### config.mk
export PLATFORM = sky130hd
export DESIGN_NAME = wft_queue
export DESIGN_NICKNAME = d
export VERILOG_FILES = /design/src/word_frequency_table_assert.svh /design/src/wft_pkg.sv /design/src/wft_queue.sv
export SDC_FILE = /design/constraint.sdc
export NUM_CORES = 1
export LEC_CHECK = 0
export BUFFER_PORTS_ARGS = -buffer_cell sky130_fd_sc_hd__buf_2
export CAP_MARGIN = 20
export CORE_ASPECT_RATIO = 0.7
export CORE_MARGIN = 5
export CORE_UTILIZATION = 30
export DETAILED_ROUTE_END_ITERATION = 12
export PLACE_DENSITY = 0.54
export SYNTH_ARGS = -nofsm -noshare
export SYNTH_HDL_FRONTEND = slang
export SYNTH_SLANG_ARGS = --single-unit
### constraint.sdc
create_clock -name i_clk -period 2.8 [get_ports i_clk]
set_input_delay 0.56 -clock i_clk [delete_from_list [all_inputs] [get_ports i_clk]]
set_output_delay 0.56 -clock i_clk [all_outputs]
set_load 0.01 [all_outputs]
### src/word_frequency_table_assert.svh
// ----------------------------------------------------------------------------
// word_frequency_table_assert
// Assertion macros for the word frequency table.
// ----------------------------------------------------------------------------
`ifndef WORD_FREQUENCY_TABLE_ASSERT_SVH
`define WORD_FREQUENCY_TABLE_ASSERT_SVH
`ifndef SYNTHESIS
`define WFT_ASSERT_IMPL(label, ante, cons, msg) \
    label: assert property (@(posedge i_clk) disable iff (!i_rst_n) (ante) |-> (cons)) \
        else $error(msg);
`define WFT_ASSERT_NEXT(label, ante, cons, msg) \
    label: assert property (@(posedge i_clk) disable iff (!i_rst_n) (ante) |=> (cons)) \
        else $error(msg);
`else
`define WFT_ASSERT_IMPL(label, ante, cons, msg)
`define WFT_ASSERT_NEXT(label, ante, cons, msg)
`endif
`endif

### src/wft_pkg.sv
// ----------------------------------------------------------------------------
// wft_pkg
// Types and constants shared by the word frequency table modules.
// ----------------------------------------------------------------------------
package wft_pkg;
    localparam int MAX_WORDS  = 1024;
    localparam int MAX_CHARS  = 69;
    localparam int IDX_W      = 10;
    localparam int USED_W     = 11;
    localparam int POS_W      = 7;
    localparam int STORE_AW   = 17;
    localparam int NUM_BANKS  = 3;
    localparam int BANK_W     = 2;
    localparam int TOK_AW     = 8;

    localparam logic [2:0] ST_COUNTED  = 3'd0;
    localparam logic [2:0] ST_INSERTED = 3'd1;
    localparam logic [2:0] ST_DROPPED  = 3'd2;
    localparam logic [2:0] ST_READ_OK  = 3'd3;
    localparam logic [2:0] ST_READ_BAD = 3'd4;

    localparam logic KIND_TEXT = 1'b0;
    localparam logic KIND_READ = 1'b1;

    typedef struct packed {
        logic             kind;
        logic [7:0]       text_byte;
        logic             last;
        logic [IDX_W-1:0] entry_index;
        logic [POS_W-1:0] char_pos;
    } t_in_item;

    typedef struct packed {
        logic [2:0]        status;
        logic [IDX_W-1:0]  slot_index;
        logic [31:0]       count;
        logic [USED_W-1:0] unique_count;
        logic [7:0]        word_byte;
        logic [POS_W-1:0]  word_length;
    } t_out_item;

    // one queued job: a finished token or an entry read
    typedef struct packed {
        logic              kind;
        logic              clr;
        logic [BANK_W-1:0] bank;
        logic [POS_W-1:0]  first;
        logic [POS_W-1:0]  len;
        logic [IDX_W-1:0]  idx;
        logic [POS_W-1:0]  pos;
    } t_job;

    typedef struct packed {
        logic              en;
        logic [TOK_AW-1:0] addr;
        logic [7:0]        data;
    } t_tok_wr;
endpackage

### src/wft_queue.sv
// ----------------------------------------------------------------------------
// wft_queue
// Two-entry job queue between tokenizer and table engine.
// ----------------------------------------------------------------------------
module wft_queue import wft_pkg::*; (
    input  logic i_clk,
    input  logic i_rst_n,
    input  logic i_push,
    input  t_job i_job,
    input  logic i_pop,
    output logic o_full,
    output logic o_valid,
    output t_job o_job
);
    t_job       r_q [2];
    logic       r_wp, r_rp;
    logic [1:0] r_cnt;

    assign o_full  = r_cnt == 2'd2;
    assign o_valid = r_cnt != 2'd0;
    assign o_job   = r_q[r_rp];

    always_ff @(posedge i_clk) begin
        if (i_push) r_q[r_wp] <= i_job;
    end

    always_ff @(posedge i_clk) begin
        if (!i_rst_n) begin
            r_wp <= 1'b0; r_rp <= 1'b0; r_cnt <= '0;
        end else begin
            if (i_push) r_wp <= ~r_wp;
            if (i_pop) r_rp <= ~r_rp;
            r_cnt <= r_cnt + {1'b0, i_push} - {1'b0, i_pop};
        end
    end
endmodule

==> results.md, run 1 <==
* Status: complete, no violations
* Detailed Route WL at 5071 um
* Setup violations, final at 0
* Overall Power at 2.898 mW
* PwrDens at 768.3 nW/um^2
* Met1 GRT Util at 0.1132
* CP required at 2240 ps
* Core area at 9572 sq um
* CP arrival at 1730 ps
* Crit Reg-Reg Endpoint: r_q[1][24]
* Global-route wire length before repair at 7493 um
* Post-synthesis sequential area ratio at 0.7573
* Setup_tns at 0 ps
* Syn avg cell area at 22.37 sq um
* Starting density of the core at 0.3038
* Initial drt markers at 49
* Wire length per cell at 14.61 um
* RSZ-0062 raised after global routing: false
* Skew final at 3.232 ps
* Global placer's final weighted congestion at 0.6584
* Share of cells above drive strength 1 at 0.5936
* Die Span Y at 92.37 um
* Cts bufs inserted at 9
* WS Path Type: register to output port
* Vias in the first global route at 1476
* R2R Path Start: r_wp
* Net Count, Synth at 171
* Setup slack, reg-to-reg at 1400 ps
* Clock latency on the worst-skew pair at 320 ps
* Die Wd at 127.7 um
* # resized after CTS at 0
* Post-synth top area share at 0.7229
* Layout net count at 256
* Post-Syn Instances at 130
* M3 GR Usage at 0.04899
* GR Util All Layers at 0.08767
* Largest net degree at the start of global routing at 23
* DRC Markers at 0
* Area of the multi-input gates at 635.6 sq um
* Min-delay worst type: input pin to register
* Yosys cell types at 14
* Clock-pin slew on the worst setup and hold paths at 50 ps
* Top Usage Layer GRT: met2
* Die area at 11790 sq um
* TritonRoute pass-1 iters at 3
* Vias per inst at 4.086
* Antenna violations before repair at 0
* Fill cells at 903
* Synth Cell Area at 2908 sq um
* Overflow after GRT at 0
* Via Count at 1418
* Antenna Diode Count at 0
* Met2 usage at 0.1204
* Max Buffers Root-to-Sink at 2
* H-Tree Depth at 3
* CTS root buf: clkbuf_16
* Final-report hold violation count at 0
* Worst-margin pin slew at 571.3 ps
* Routed Antenna Nets at 0
* Post-CTS setup buffers at 0
* Hold EP: r_q[0][1]
* Achievable clock frequency at 437.2 MHz
* Max_cap viols at 0
* Synthesis-to-layout area growth at 29.73%
* # rows at 30
* Clock sink total at 75
* Crit. End Element: output port
* Post-synthesis register bit count at 75
* Sequential cell area at 2203 sq um
* Crit share post-route at 0.8169
* Final min period at 2287 ps
* Synth warn at 0
* Worst rel slew slack at 0.6183
* CTS tree: yes
* Count of port buffers added during placement at 75
* Ports at 76
* Most frequent cells in the layout: buf_2, edfxtp_1, mux2_4
* Cts hold-fix bufs at 0
* Hold path cells at 1
* Synth area leader: edfxtp_1
* R2R depth at 2
* Leakage at 1.496 nW
* Top post-synthesis cells by area: edfxtp_1, mux2_4, dfxtp_1, buf_12, mux2_2
* Critical-path maximum fanout at 22
* Hold_sp: i_job[1]
* Max Slew Vio Count at 0
* Commonest non-fill, non-tap cell in the layout: buf_2
* Worst vdd ir at 0.3760 mV
* Critical Path Source Type: register
==> power breakdown <==
group | internal, mW | leakage (nW) | switching (mW)
clock | 0.858 | 0.157 | 0.403
combinational | 0.175 | 0.640 | 0.138
sequential | 1.30 | 0.699 | 0.0281
total | 2.33 | 1.50 | 0.569
==> Yosys cell counts <==
| cell | instances |
|---|---|
| edfxtp_1 | 70 |
| mux2_4 | 30 |
| dfxtp_1 | 5 |
| mux2_2 | 5 |
| and2_1 | 4 |
| nor2b_1 | 4 |
| buf_12 | 3 |
| ha_1 | 2 |
| inv_1 | 2 |
| buf_6 | 1 |
| o21a_1 | 1 |
| or2_2 | 1 |
| xnor3_1 | 1 |
| xor2_1 | 1 |
==> worst max path at each step <==
stage	startpoint	endpoint	slack, ps	cells past startpoint
final	register	o_job[1]	510	3
after global placement	register	o_job[2]	830	3
after floorplan	i_push	r_q[0][0]	200	1
after CTS	register	o_job[1]	440	3
after detailed placement	register	o_job[2]	810	3
after global routing	register	o_job[2]	420	3
==> cell type report <==
type | instances | share of cell area
repair buffers | 78 | 0.1154
clock buffers | 9 | 0.05970
clock inverters | 6 | 0.02786
inverters | 2 | 0.001990
well taps | 128 | 0.04245
multi-input cells | 49 | 0.1685
flip-flops and latches | 75 | 0.5841
==> routing by layer <==
layer | vias up | wire length (um)
met3 | 9 | 461
li1 | 673 | -
met4 | 0 | 79
met5 | - | 0
met1 | 681 | 2370
met2 | 55 | 2160
==> state kept, by name, summed over array words and instances (netlist names), named ones only <==
| name | count |
|---|---|
| r_rp | 1 |
| r_wp | 1 |
| r_cnt | 2 |
| r_q | 70 |
==> cell families (layout without fill, tap and decap cells) <==
logic type / after synthesis / count (layout) / synth area share
flops: 75 / 75 / 0.7573
mux: 35 / 35 / 0.1743
simple gates: 9 / 9 / 0.01936
buf+inv: 6 / 95 / 0.02711
fa+ha+maj: 2 / 2 / 0.008604
xor+xnor: 2 / 2 / 0.01076
compound gates: 1 / 1 / 0.002583
==> through the flow <==
stage	setup WS (ps)	instance area (sq um)	utilization	std cells	hold WS [ps]
floorplan	200.8	2908	-	130	554.6
global placement	833.9	3442	0.3596	332	564.3
detailed placement	809.7	3442	0.3596	332	575.9
CTS	440.9	3772	0.3941	347	405.7
global route	421.2	3772	0.3941	347	406.9
finish	512.7	3772	0.3941	347	422.0
==> worst max-delay path: stages, from the launching register on <==
cell,delay [ps]
dfxtp_2,630
buf_12,270
mux2_2,350
buf_2,140
Power figures use the tool's default switching activity.
==> run 2, diff against run 1 <==
--- a/config.mk
+++ b/config.mk
@@ -11,7 +11,7 @@
 export CORE_MARGIN = 5
 export CORE_UTILIZATION = 30
 export DETAILED_ROUTE_END_ITERATION = 12
-export PLACE_DENSITY = 0.54
+export PLACE_DENSITY = 0.56
 export SYNTH_ARGS = -nofsm -noshare
 export SYNTH_HDL_FRONTEND = slang
 export SYNTH_SLANG_ARGS = --single-unit
==> constraint.sdc (replaced) <==
create_clock -name i_clk -period 1.9 [get_ports i_clk]
set_input_delay 0.38 -clock i_clk [delete_from_list [all_inputs] [get_ports i_clk]]
set_output_delay 0.38 -clock i_clk [all_outputs]
set_load 0.01 [all_outputs]
==> results.md, run 2 (synthesis gave the netlist of run 1 again) <==
* Most frequent cells in the layout: buf_2, edfxtp_1, mux2_4
* Critical path depth at 3
* Final-report hold violation count at 0
* Worst rel slew slack at 0.7778
* Dpl cell area at 3440 sq um
* Min-delay worst type: input pin to register
* Clock latency on the worst-skew pair at 320 ps
* CTS tree: yes
* Post-CTS setup buffers at 0
* CP required at 1520 ps
* Max Buffers Root-to-Sink at 2
* Largest net degree at the start of global routing at 29
* Count of buffer and inverter cells on the critical path at 2
* Worst-margin pin slew at 333.3 ps
* Skew final at 4.087 ps
* H-Tree Depth at 3
* Core area at 9572 sq um
* Wire length per cell at 14.13 um
* R2R Path Start: r_cnt[0]
* Routed Antenna Nets at 0
* Crit share post-route at 0.9422
* Max FFs per register at 70
* TritonRoute pass-1 iters at 3
* Placed insts at 335
* Antenna Diode Count at 0
* Share of cells above drive strength 1 at 0.6036
* PwrDens at 1100 nW/um^2
* Leakage at 1.496 nW
* Setup slack, reg-to-reg at 670 ps
* Commonest non-fill, non-tap cell in the layout: buf_2
* Count of port buffers added during placement at 75
* Cts hold-fix bufs at 0
* R2R depth at 6
* Sw frac at 0.2000
* Fill cells at 884
* CP arrival at 1410 ps
* Top delay family on crit path: buffers and inverters
* Achievable clock frequency at 558.6 MHz
* GR Util All Layers at 0.09076
* Setup violations, final at 0
* Psw at 0.8243 mW
* Critical Path Source Type: register
* Final Non-Filler Cells at 350
* Final min period at 1790 ps
* Max_cap viols at 0
* Clock-pin slew on the worst setup and hold paths at 50 ps
* Synthesis-to-layout area growth at 28.83%
* Worst vdd ir at 0.5335 mV
* DRC Markers at 0
* Global placer's final weighted congestion at 0.6690
* # resized after CTS at 0
* Initial drt markers at 58
* Die area at 11790 sq um
* Vias per inst at 4.031
* Status: complete, no violations
* Gate power share at 0.114
* Hold path cells at 1
* CTS root buf: clkbuf_16
* Vias in the first global route at 1548
* Global-route wire length before repair at 7838 um
* Critical-path maximum fanout at 28
* Detailed Route WL at 4944 um
* Setup_tns at 0 ps
* Cts bufs inserted at 9
* Overall Power at 4.122 mW
* Largest regs: r_q (70), r_cnt (2)
* Crit. End Element: output port
* Clk pwr share at 0.416
* Die Wd at 127.7 um
* Via Count at 1411
* CP cell instances: buf_12, mux2_2, buf_2
* Cell-internal power at 3.297 mW
* Worst Hold Slack at 239.8 ps
* Power share of the sequential group at 0.471
* Largest register by flop count: r_q
* Hold_sp: i_job[12]
* CP max stage delay at 360 ps
* Post-DP HPWL at 3507 um
* Final Cell Area at 3746 sq um
* WS Path Type: register to output port
* # rows at 30
* CP max stage cell: mux2_2
* RSZ-0062 raised after global routing: false
* Layout net count at 259
* Antenna violations before repair at 0
* Ports at 76
* Starting density of the core at 0.3038
* Clock sink total at 75
* Die Span Y at 92.37 um
* Max Slew Vio Count at 0
* Overflow after GRT at 0
run 2: layer usage:
metal / part of all wire / routed length [um] / global-route usage / vias to the layer above
met5: 0 / 0 / 0 / -
met4: 0.024 / 120 / 0.04770 / 0
met3: 0.092 / 456 / 0.05014 / 11
met2: 0.47 / 2335 / 0.1410 / 48
met1: 0.41 / 2032 / 0.09982 / 674
li1: - / - / - / 678
run 2: cell type report:
type,count,area [sq um],area share
Sequential cell,75,2203,0.5882
Multi-Input combinational cell,49,635.6,0.1697
Clock inverter,6,81.33,0.02171
Tap cell,128,160.2,0.04275
Inverter,2,7.507,0.002004
Timing Repair Buffer,81,432.9,0.1156
Clock buffer,9,225.2,0.06012
run 2: per-stage QoR:
| stage | util | worst slack [ps] |
|---|---|---|
| 2_1_floorplan | - | 144.4 |
| 3_3_place_gp | 0.3593 | 449.2 |
| 3_5_place_dp | 0.3593 | 434.6 |
| 4_1_cts | 0.3914 | 71.62 |
| 5_1_grt | 0.3914 | 44.06 |
| 6_report | 0.3914 | 109.8 |
run 2: power groups by stage:
stage	logic, mW	clock network (mW)	registers [mW]
final	0.468	1.71	1.94
after global routing	0.511	1.84	1.95
after CTS	0.481	1.78	1.94
after detailed placement	0.480	0	1.97
after global placement	0.478	0	1.97
after floorplan	0.320	0	1.97
run 2: worst paths after layout:
check / end
worst max register to register: r_cnt[1]
worst min register to register: register
worst min-delay path: r_q[0][12]
worst max-delay path: o_job[2]
