$ cat src/word_frequency_table_assert.svh
// ----------------------------------------------------------------------------
// word_frequency_table_assert
// Assertion macros for the word frequency table.
// ----------------------------------------------------------------------------
`ifndef WORD_FREQUENCY_TABLE_ASSERT_SVH
`define WORD_FREQUENCY_TABLE_ASSERT_SVH
`ifndef SYNTHESIS
`define WFT_ASSERT_IMPL(label, ante, cons, msg) \
    label: assert property (@(posedge i_clk) disable iff (!i_rst_n) (ante) |-> (cons)) \
        else $error(msg);
`define WFT_ASSERT_NEXT(label, ante, cons, msg) \
    label: assert property (@(posedge i_clk) disable iff (!i_rst_n) (ante) |=> (cons)) \
        else $error(msg);
`else
`define WFT_ASSERT_IMPL(label, ante, cons, msg)
`define WFT_ASSERT_NEXT(label, ante, cons, msg)
`endif
`endif

$ cat src/wft_pkg.sv
// ----------------------------------------------------------------------------
// wft_pkg
// Types and constants shared by the word frequency table modules.
// ----------------------------------------------------------------------------
package wft_pkg;
    localparam int MAX_WORDS  = 1024;
    localparam int MAX_CHARS  = 69;
    localparam int IDX_W      = 10;
    localparam int USED_W     = 11;
    localparam int POS_W      = 7;
    localparam int STORE_AW   = 17;
    localparam int NUM_BANKS  = 3;
    localparam int BANK_W     = 2;
    localparam int TOK_AW     = 8;

    localparam logic [2:0] ST_COUNTED  = 3'd0;
    localparam logic [2:0] ST_INSERTED = 3'd1;
    localparam logic [2:0] ST_DROPPED  = 3'd2;
    localparam logic [2:0] ST_READ_OK  = 3'd3;
    localparam logic [2:0] ST_READ_BAD = 3'd4;

    localparam logic KIND_TEXT = 1'b0;
    localparam logic KIND_READ = 1'b1;

    typedef struct packed {
        logic             kind;
        logic [7:0]       text_byte;
        logic             last;
        logic [IDX_W-1:0] entry_index;
        logic [POS_W-1:0] char_pos;
    } t_in_item;

    typedef struct packed {
        logic [2:0]        status;
        logic [IDX_W-1:0]  slot_index;
        logic [31:0]       count;
        logic [USED_W-1:0] unique_count;
        logic [7:0]        word_byte;
        logic [POS_W-1:0]  word_length;
    } t_out_item;

    // one queued job: a finished token or an entry read
    typedef struct packed {
        logic              kind;
        logic              clr;
        logic [BANK_W-1:0] bank;
        logic [POS_W-1:0]  first;
        logic [POS_W-1:0]  len;
        logic [IDX_W-1:0]  idx;
        logic [POS_W-1:0]  pos;
    } t_job;

    typedef struct packed {
        logic              en;
        logic [TOK_AW-1:0] addr;
        logic [7:0]        data;
    } t_tok_wr;
endpackage

$ cat src/wft_front.sv
// ----------------------------------------------------------------------------
// wft_front
// Tokenizer: folds case, tracks stripping bounds, queues finished tokens and entry reads.
// ----------------------------------------------------------------------------
module wft_front import wft_pkg::*; (
    input  logic     i_clk,
    input  logic     i_rst_n,
    input  logic     i_accept,
    input  t_in_item i_item,
    output logic     o_push,
    output t_job     o_job,
    output t_tok_wr  o_tok_wr
);
    logic [POS_W-1:0]  r_raw, n_raw, r_first, n_first, r_lasta, n_lasta;
    logic              r_seen, n_seen, r_ended, n_ended, r_zero, n_zero;
    logic              r_pclr, n_pclr;
    logic [BANK_W-1:0] r_bank, n_bank;

    logic [7:0] c;
    logic       alnum, delim, fin, clr;

    always_comb begin
        c = i_item.text_byte;
        if (c >= 8'h41 && c <= 8'h5A) c = c + 8'd32;
        alnum = (c >= 8'h30 && c <= 8'h39) || (c >= 8'h61 && c <= 8'h7A);
        delim = c == 8'h20 || c == 8'h09 || c == 8'h0A || c == 8'h0D;
        n_raw = r_raw; n_first = r_first; n_lasta = r_lasta; n_seen = r_seen;
        n_ended = r_ended; n_zero = r_zero; n_pclr = r_pclr; n_bank = r_bank;
        fin = 1'b0;
        clr = r_pclr;
        o_push = 1'b0;
        o_job = '0;
        o_tok_wr = '0;
        if (i_accept && i_item.kind == KIND_READ) begin
            o_push = 1'b1;
            o_job.kind = KIND_READ;
            o_job.clr = r_pclr;
            o_job.idx = i_item.entry_index;
            o_job.pos = i_item.char_pos;
            n_pclr = 1'b0;
        end else if (i_accept) begin
            if (r_ended) begin
                n_raw = '0; n_first = '0; n_lasta = '0; n_seen = 1'b0;
                n_zero = 1'b0; n_ended = 1'b0;
                clr = 1'b1;
            end
            if (!n_zero) begin
                if (i_item.text_byte == 8'd0) begin
                    n_zero = 1'b1;
                    fin = 1'b1;
                end else if (delim) begin
                    fin = 1'b1;
                end else begin
                    if (n_raw < POS_W'(MAX_CHARS)) begin
                        o_tok_wr.en = 1'b1;
                        o_tok_wr.addr = TOK_AW'(r_bank * MAX_CHARS) + TOK_AW'(n_raw);
                        o_tok_wr.data = c;
                        if (alnum) begin
                            if (!n_seen) n_first = n_raw;
                            n_lasta = n_raw;
                            n_seen = 1'b1;
                        end
                        n_raw = n_raw + 1'b1;
                    end
                    fin = i_item.last;
                end
            end
            n_pclr = clr;
            if (fin) begin
                if (n_seen) begin
                    o_push = 1'b1;
                    o_job.kind = KIND_TEXT;
                    o_job.clr = clr;
                    o_job.bank = r_bank;
                    o_job.first = n_first;
                    o_job.len = n_lasta - n_first + 1'b1;
                    n_pclr = 1'b0;
                    n_bank = (r_bank == BANK_W'(NUM_BANKS - 1)) ? '0 : r_bank + 1'b1;
                end
                n_raw = '0; n_first = '0; n_lasta = '0; n_seen = 1'b0;
            end
            if (i_item.last) begin
                n_raw = '0; n_first = '0; n_lasta = '0; n_seen = 1'b0;
                n_ended = 1'b1;
            end
        end
    end

    always_ff @(posedge i_clk) begin
        if (!i_rst_n) begin
            r_raw <= '0; r_first <= '0; r_lasta <= '0; r_seen <= 1'b0;
            r_ended <= 1'b1; r_zero <= 1'b0; r_pclr <= 1'b0; r_bank <= '0;
        end else begin
            r_raw <= n_raw; r_first <= n_first; r_lasta <= n_lasta; r_seen <= n_seen;
            r_ended <= n_ended; r_zero <= n_zero; r_pclr <= n_pclr; r_bank <= n_bank;
        end
    end
endmodule

$ cat config.mk
export PLATFORM = sky130hd
export DESIGN_NAME = wft_front
export DESIGN_NICKNAME = d
export VERILOG_FILES = /design/src/word_frequency_table_assert.svh /design/src/wft_pkg.sv /design/src/wft_front.sv
export SDC_FILE = /design/constraint.sdc
export NUM_CORES = 1
export LEC_CHECK = 0
export BUFFER_PORTS_ARGS = -buffer_cell sky130_fd_sc_hd__buf_2
export CAP_MARGIN = 20
export CORE_MARGIN = 2
export CORE_UTILIZATION = 40
export CTS_CLUSTER_SIZE = 12
export DETAILED_ROUTE_END_ITERATION = 10
export SLEW_MARGIN = 25
export SYNTH_ARGS = -nofsm -noshare
export SYNTH_HDL_FRONTEND = slang
export SYNTH_SLANG_ARGS = --single-unit
$ cat constraint.sdc
create_clock -name i_clk -period 7.25 [get_ports i_clk]
set_input_delay 1.45 -clock i_clk [delete_from_list [all_inputs] [get_ports i_clk]]
set_output_delay 1.45 -clock i_clk [all_outputs]
set_load 0.1 [all_outputs]
==> flow_summary.json, run 1 <==
{
  "ys_ff_latch": 27,
  "start_util": 0.419,
  "clock_skew_ns": 0.00233,
  "setup_tns_ns": 0,
  "antenna_found_initial": 0,
  "synth_xor_area_frac": 0.0227,
  "synth_top_area_share": 0.200,
  "grt_pass1_vias": 2601,
  "cts_tree": "yes",
  "drive_gt1_frac": 0.289,
  "total_power_uw": 363,
  "rrSetupSlack_ns": 4.81,
  "hpwl_um": 5890,
  "synthSimpleGateAreaFrac": 0.326,
  "cp_common_cell": "ha_1",
  "num_rows": 29,
  "drt_iter0_drc": 142,
  "crit_buf_inv": 2,
  "synth_top_area_cell": "dfxtp_1",
  "design_area_um2": 3270,
  "preCtsSetupSlack_ns": 0.238,
  "drt_wl_total_um": 7550,
  "synth.distinct_cells": 64,
  "start_kind": "input port",
  "die_area_um2": 7440,
  "antenna_left": 0,
  "synth_compound_gate_area_share": 0.227,
  "swShare": 0.399,
  "p_comb_frac": 0.336,
  "clk_path_buf_depth": 2,
  "synth_top_family_by_area": "simple AND/OR/NAND/NOR gates",
  "dpl_cell_area_um2": 3220,
  "max_cap_viol_count": 0,
  "grt_overflow_total": 0,
  "grt_pass1_wl_um": 12700,
  "final.period_utilization": 0.957,
  "endpoint_kind": "primary output",
  "worstHoldPathCells": 2,
  "clock-sinks": 27,
  "cp.required_ns": 5.80,
  "rsz0062_at_grt": "no",
  "ios": 83,
  "path_class": "input port to primary output",
  "power.leakage_uw": 0.00155,
  "wire_per_inst_um": 14.8,
  "finalSetupViolCount": 0,
  "antenna_cells": 0,
  "cp.depth": 16,
  "pwr-share-clk": 0.248,
  "p_switching_uw": 145,
  "syn_area_um2": 2710,
  "hold_class": "flip-flop to flip-flop",
  "max_freq_mhz": 144,
  "powerDensity_nw_per_um2": 111,
  "status": "completed",
  "drtPass1Iterations": 4,
  "fp.dieW_um": 86.3,
  "worstMarginPinSlew_ns": 1.00,
  "synth-edff-count": 0,
  "ys.warnings.count": 0,
  "via_count": 2844,
  "synth_fa_ha_area_frac": 0.117,
  "power_frac_seq": 0.416,
  "synth-seq-area-share": 0.200,
  "place.gp.congestion": 0.879,
  "cts_root_buf": "clkbuf_8",
  "crit_family": "compound AO/OA/AOI/OAI gates",
  "htree_levels": 1,
  "internal_power_uw": 218,
  "drv_slew": 0,
  "reg2reg_depth": 8,
  "clk-insertion-delay-late_ns": 0.27,
  "slowest_stage": "nor4_4",
  "cts.reportedPaths.clkPinSlew_ns": 0.10,
  "via_per_inst": 5.58,
  "synthArstFlopShare": 0,
  "ys_top_cells_by_count": "nand2_1, nor2_1, and3_1",
  "hold_violations": 0,
  "grt_max_degree": 31,
  "drc_errors": 0,
  "core_area_um2": 6460,
  "hold_buffers": 0,
  "worst_slack_ns": 0.309,
  "finalCriticalPeriod_ns": 6.94,
  "synthMuxAreaShare": 0.0504,
  "critical-path-max-stage-delay_ns": 0.45,
  "syn_area_per_cell_um2": 7.60,
  "slew_headroom": 0.332,
  "crit_path_cell_trace": "buf_2 > ha_1 > nand2b_1 > a221o_1 > nor4_4 > mux2_2 > nand2_1 > ha_1 > ha_1 > o21ai_0 > nor4b_1 > nand4b_1 > a31o_2 > o211ai_1 > mux2i_2 > buf_12",
  "dominantRegCellSynth": "dfxtp_1",
  "critPathArrivalTime_ns": 5.49,
  "syn2layout_area_growth_pct": 20.9,
  "peakVddDrop_v": 0.0000795,
  "port_buffers": 82,
  "die_h_um": 86.3,
  "grt_use_total": 0.207,
  "cts_made_buffers": 3,
  "syn_inst": 356,
  "hold_ws_ns": 0.474,
  "yosysMostFrequentCell": "nand2_1",
  "syn_nets": 410,
  "cp_max_fo": 7,
  "yosys-top-cells-area": "dfxtp_1, ha_1, and3_1, nand2_1, nor2_1",
  "fin_nets": 488
}
-- state kept, by name (all words and copies together) (netlist names) --
| register | count |
|---|---|
| r_first | 7 |
| r_zero | 1 |
| r_lasta | 7 |
| r_bank | 2 |
| r_seen | 1 |
| r_pclr | 1 |
| r_raw | 7 |
| r_ended | 1 |
-- routing by layer --
| layer | track usage | share of wire |
|---|---|---|
| met5 | 0 | 0 |
| met4 | 0.0185 | 0.0025 |
| met3 | 0.0219 | 0.072 |
| met2 | 0.336 | 0.45 |
| met1 | 0.308 | 0.47 |
-- final timing paths --
kind	to	from
max	o_job[23]	i_item[23]
min	r_lasta[1]$_SDFFE_PN0P_	r_lasta[1]$_SDFFE_PN0P_
max reg2reg	r_lasta[0]$_SDFFE_PN0P_	r_raw[3]$_SDFFE_PN0P_
min reg2reg	r_lasta[1]$_SDFFE_PN0P_	r_lasta[1]$_SDFFE_PN0P_
-- through the flow --
stage,std cells,util
final,510,0.507
after global routing,510,0.507
after CTS,510,0.506
after detailed placement,506,0.498
after global placement,506,0.498
after floorplan,356,-
-- worst register-to-register path: stages, from the launching register on --
cell and delay, ns:
dfxtp_1 0.61, nor3_1 0.11, a21boi_0 0.62, or3_1 0.25
buf_4 0.16, nor2_1 0.06, buf_4 0.14, and3_1 0.20
a32o_1 0.21
-- cell usage in the layout (no fill, tap or decap), drive strengths merged, types with 5 or more instances in the layout --
master	synthesis	layout
inv	19	19
o211ai	6	6
o22ai	8	8
nand3	9	9
nand2	38	38
mux2	5	5
nor3	10	10
and3	30	30
mux2i	8	8
ha	22	22
buf	5	91
a21oi	14	14
dfxtp	27	27
nand4	6	6
nor2	35	35
o21ai	15	15
nor2b	11	11
a21o	7	7
-- logic make-up after synthesis --
| family | count (synthesis) |
|---|---|
| flip-flops | 27 |
| adder cells (fa/ha/maj) | 24 |
| multiplexers | 13 |
| AND/OR/NAND/NOR | 167 |
| AO/OA/AOI/OAI | 81 |
| XOR/XNOR | 7 |
| buffers and inverters | 37 |
-- power groups by stage --
stage / clock network [uW] / logic, uW / registers [uW]
6_report: 89.9 / 122 / 151
5_1_grt: 96.6 / 129 / 151
4_1_cts: 91.6 / 122 / 151
3_5_place_dp: 0 / 122 / 154
3_3_place_gp: 0 / 121 / 154
2_1_floorplan: 0 / 93.6 / 154
-- repair_timing --
item                       CTS  global route
setup buffers                0             0
setup endpoints to repair    0             1
gates resized for setup      0             1
-- cell type report --
| type | count | area (um2) |
|---|---|---|
| sequential | 27 | 541 |
| fill | 643 | 3190 |
| inverter | 19 | 71.3 |
| clock buffer | 3 | 41.3 |
| multi-input combinational | 292 | 2020 |
| timing repair buffer | 91 | 493 |
| tap | 77 | 96.3 |
| clock inverter | 1 | 7.51 |
(Power assumes the default switching activity.)
==> inputs of run 2 (changes only) <==
--- a/config.mk
+++ b/config.mk
@@ -7,10 +7,11 @@
 export LEC_CHECK = 0
 export BUFFER_PORTS_ARGS = -buffer_cell sky130_fd_sc_hd__buf_2
 export CAP_MARGIN = 20
-export CORE_MARGIN = 2
+export CORE_MARGIN = 5
 export CORE_UTILIZATION = 40
 export CTS_CLUSTER_SIZE = 12
 export DETAILED_ROUTE_END_ITERATION = 10
+export PLACE_DENSITY = 0.67
 export SLEW_MARGIN = 25
 export SYNTH_ARGS = -nofsm -noshare
 export SYNTH_HDL_FRONTEND = slang
==> constraint.sdc (replaced) <==
create_clock -name i_clk -period 6.2 [get_ports i_clk]
set_input_delay 1.24 -clock i_clk [delete_from_list [all_inputs] [get_ports i_clk]]
set_output_delay 1.24 -clock i_clk [all_outputs]
set_load 0.1 [all_outputs]
==> flow_summary.json, run 2 (synthesis results as in run 1) <==
{
  "drt_wl_total_um": 8360,
  "cts_root_buf": "clkbuf_8",
  "place.gp.congestion": 0.894,
  "fp.dieW_um": 92.3,
  "final_util": 0.555,
  "clk_path_buf_depth": 2,
  "antenna_found_initial": 0,
  "die_area_um2": 8510,
  "internal_power_uw": 264,
  "worstMarginPinSlew_ns": 0.799,
  "worst_slack_ns": -0.00288,
  "num_rows": 30,
  "via_count": 3111,
  "final.period_utilization": 1.00,
  "power_frac_seq": 0.402,
  "cts_tree": "yes",
  "core_area_um2": 6680,
  "cp_max_fo": 3,
  "worstHoldPathCells": 2,
  "hold_ws_ns": 0.472,
  "preCtsSetupSlack_ns": -0.238,
  "place_inst": 536,
  "powerDensity_nw_per_um2": 118,
  "grt_overflow_total": 0,
  "cts_made_buffers": 3,
  "peakVddDrop_v": 0.0000915,
  "violations": "setup timing",
  "status": "complete, but fails checks",
  "r2r-start": "r_raw[6]$_SDFFE_PN0P_",
  "slew_headroom": 0.462,
  "p_switching_uw": 174,
  "grt_max_degree": 31,
  "startpoint": "i_item[24]",
  "drtPass1Iterations": 5,
  "path_class": "input port to primary output",
  "drv_slew": 0,
  "wire_per_inst_um": 15.3,
  "drc_errors": 0,
  "clock-sinks": 27,
  "reg2reg_depth": 9,
  "grtUsageMet3": 0.0361,
  "cts.reportedPaths.clkPinSlew_ns": 0.10,
  "grt_pass1_wl_um": 13800,
  "die_h_um": 92.3,
  "swShare": 0.397,
  "globalRouteMet1Util": 0.250,
  "grt_use_total": 0.193,
  "cp.required_ns": 4.96,
  "setup_tns_ns": -0.00288,
  "drt_iter0_drc": 172,
  "finalSetupViolCount": 1,
  "layout_commonest_cell": "buf_2",
  "critPathArrivalTime_ns": 4.96,
  "start_kind": "input port",
  "hold_start": "r_lasta[4]$_SDFFE_PN0P_",
  "hold_violations": 0,
  "max_cap_viol_count": 0,
  "finalCriticalPeriod_ns": 6.20,
  "fin_nets": 521,
  "clock_skew_ns": 0.00338,
  "grt_use_met2": 0.341,
  "rsz0062_at_grt": "yes",
  "ios": 83,
  "max_freq_mhz": 161,
  "pwr-share-clk": 0.238,
  "clk-insertion-delay-late_ns": 0.27,
  "htree_levels": 1,
  "syn2layout_area_growth_pct": 37.0,
  "final_cell_mix": "buf_2, buf_4, nand2_1",
  "via_per_inst": 5.70,
  "grt_pass1_vias": 3010,
  "hold_class": "flip-flop to flip-flop",
  "layout.cells.non_filler": 546,
  "port_buffers": 82,
  "drive_gt1_frac": 0.369,
  "reg_top3": "r_first (7), r_lasta (7), r_raw (7)",
  "power.leakage_uw": 0.00173,
  "p_comb_frac": 0.360,
  "hpwl_um": 6410,
  "grt_busiest_layer": "met2",
  "antenna_cells": 0,
  "endpoint_kind": "primary output",
  "antenna_left": 0,
  "start_util": 0.405
}
==> run 2: cell count changes in the layout (fill, tap and decap cells not counted), moves of 2 or more <==
cell and change:
buf_12 +4, ha_4 +2, ha_2 +2, buf_2 -6, buf_6 +3, nor2_4 +2
nor2_1 -3, ha_1 -4, buf_4 +32
==> run 2: critical path: stages <==
cell and delay [ns]:
buf_6 0.10, ha_4 0.15, nand2b_4 0.13, a221o_1 0.35, or3_4 0.36, nor2_4 0.17
mux2_4 0.32, nand2_2 0.07, ha_2 0.19, inv_2 0.05, ha_4 0.24, a211oi_4 0.28
nor4b_1 0.08, nand4b_1 0.21, a31o_2 0.24, o211ai_1 0.28, mux2i_4 0.30, buf_12 0.19
==> run 2: final cells by class <==
cell class                 count  area [um2]
tap                           80         100
clock inverter                 1        5.00
sequential                    27         541
clock buffer                   3        41.3
multi-input combinational    292        2130
inverter                      19        71.3
timing repair buffer         124         817
fill                         629        2970
==> run 2: final timing paths <==
path                                   to  slack, ns
hold reg to reg   r_lasta[4]$_SDFFE_PN0P_       0.47
setup / recovery                o_job[23]     -0.003
setup reg to reg  r_lasta[5]$_SDFFE_PN0P_       3.75
hold / removal    r_lasta[4]$_SDFFE_PN0P_       0.47
==> run 2: power groups by stage <==
stage,Combinational [uW],Clock [uW],Sequential (uW)
global placement,147,0,180
finish,158,104,176
CTS,156,105,176
floorplan,110,0,180
detailed placement,149,0,180
global route,166,111,177
==> run 2: per-layer routing <==
layer,wire length [um],vias up
met4,99,0
met1,3680,1464
met5,0,-
li1,-,1520
met2,4020,117
met3,559,10
==> run 2: metrics by stage <==
stage	power (uW)	area [um2]
floorplan	290	2750
global placement	327	3520
detailed placement	329	3520
CTS	438	3700
global route	454	3710
finish	438	3710
==> run 2: timing repair <==
| action | CTS | global route |
|---|---|---|
| hold buffers | 0 | 0 |
| endpoints found under the setup margin | 1 | 1 |
| setup buffers | 5 | 0 |
| pin swaps | 13 | 0 |
| gates resized for setup | 20 | 0 |
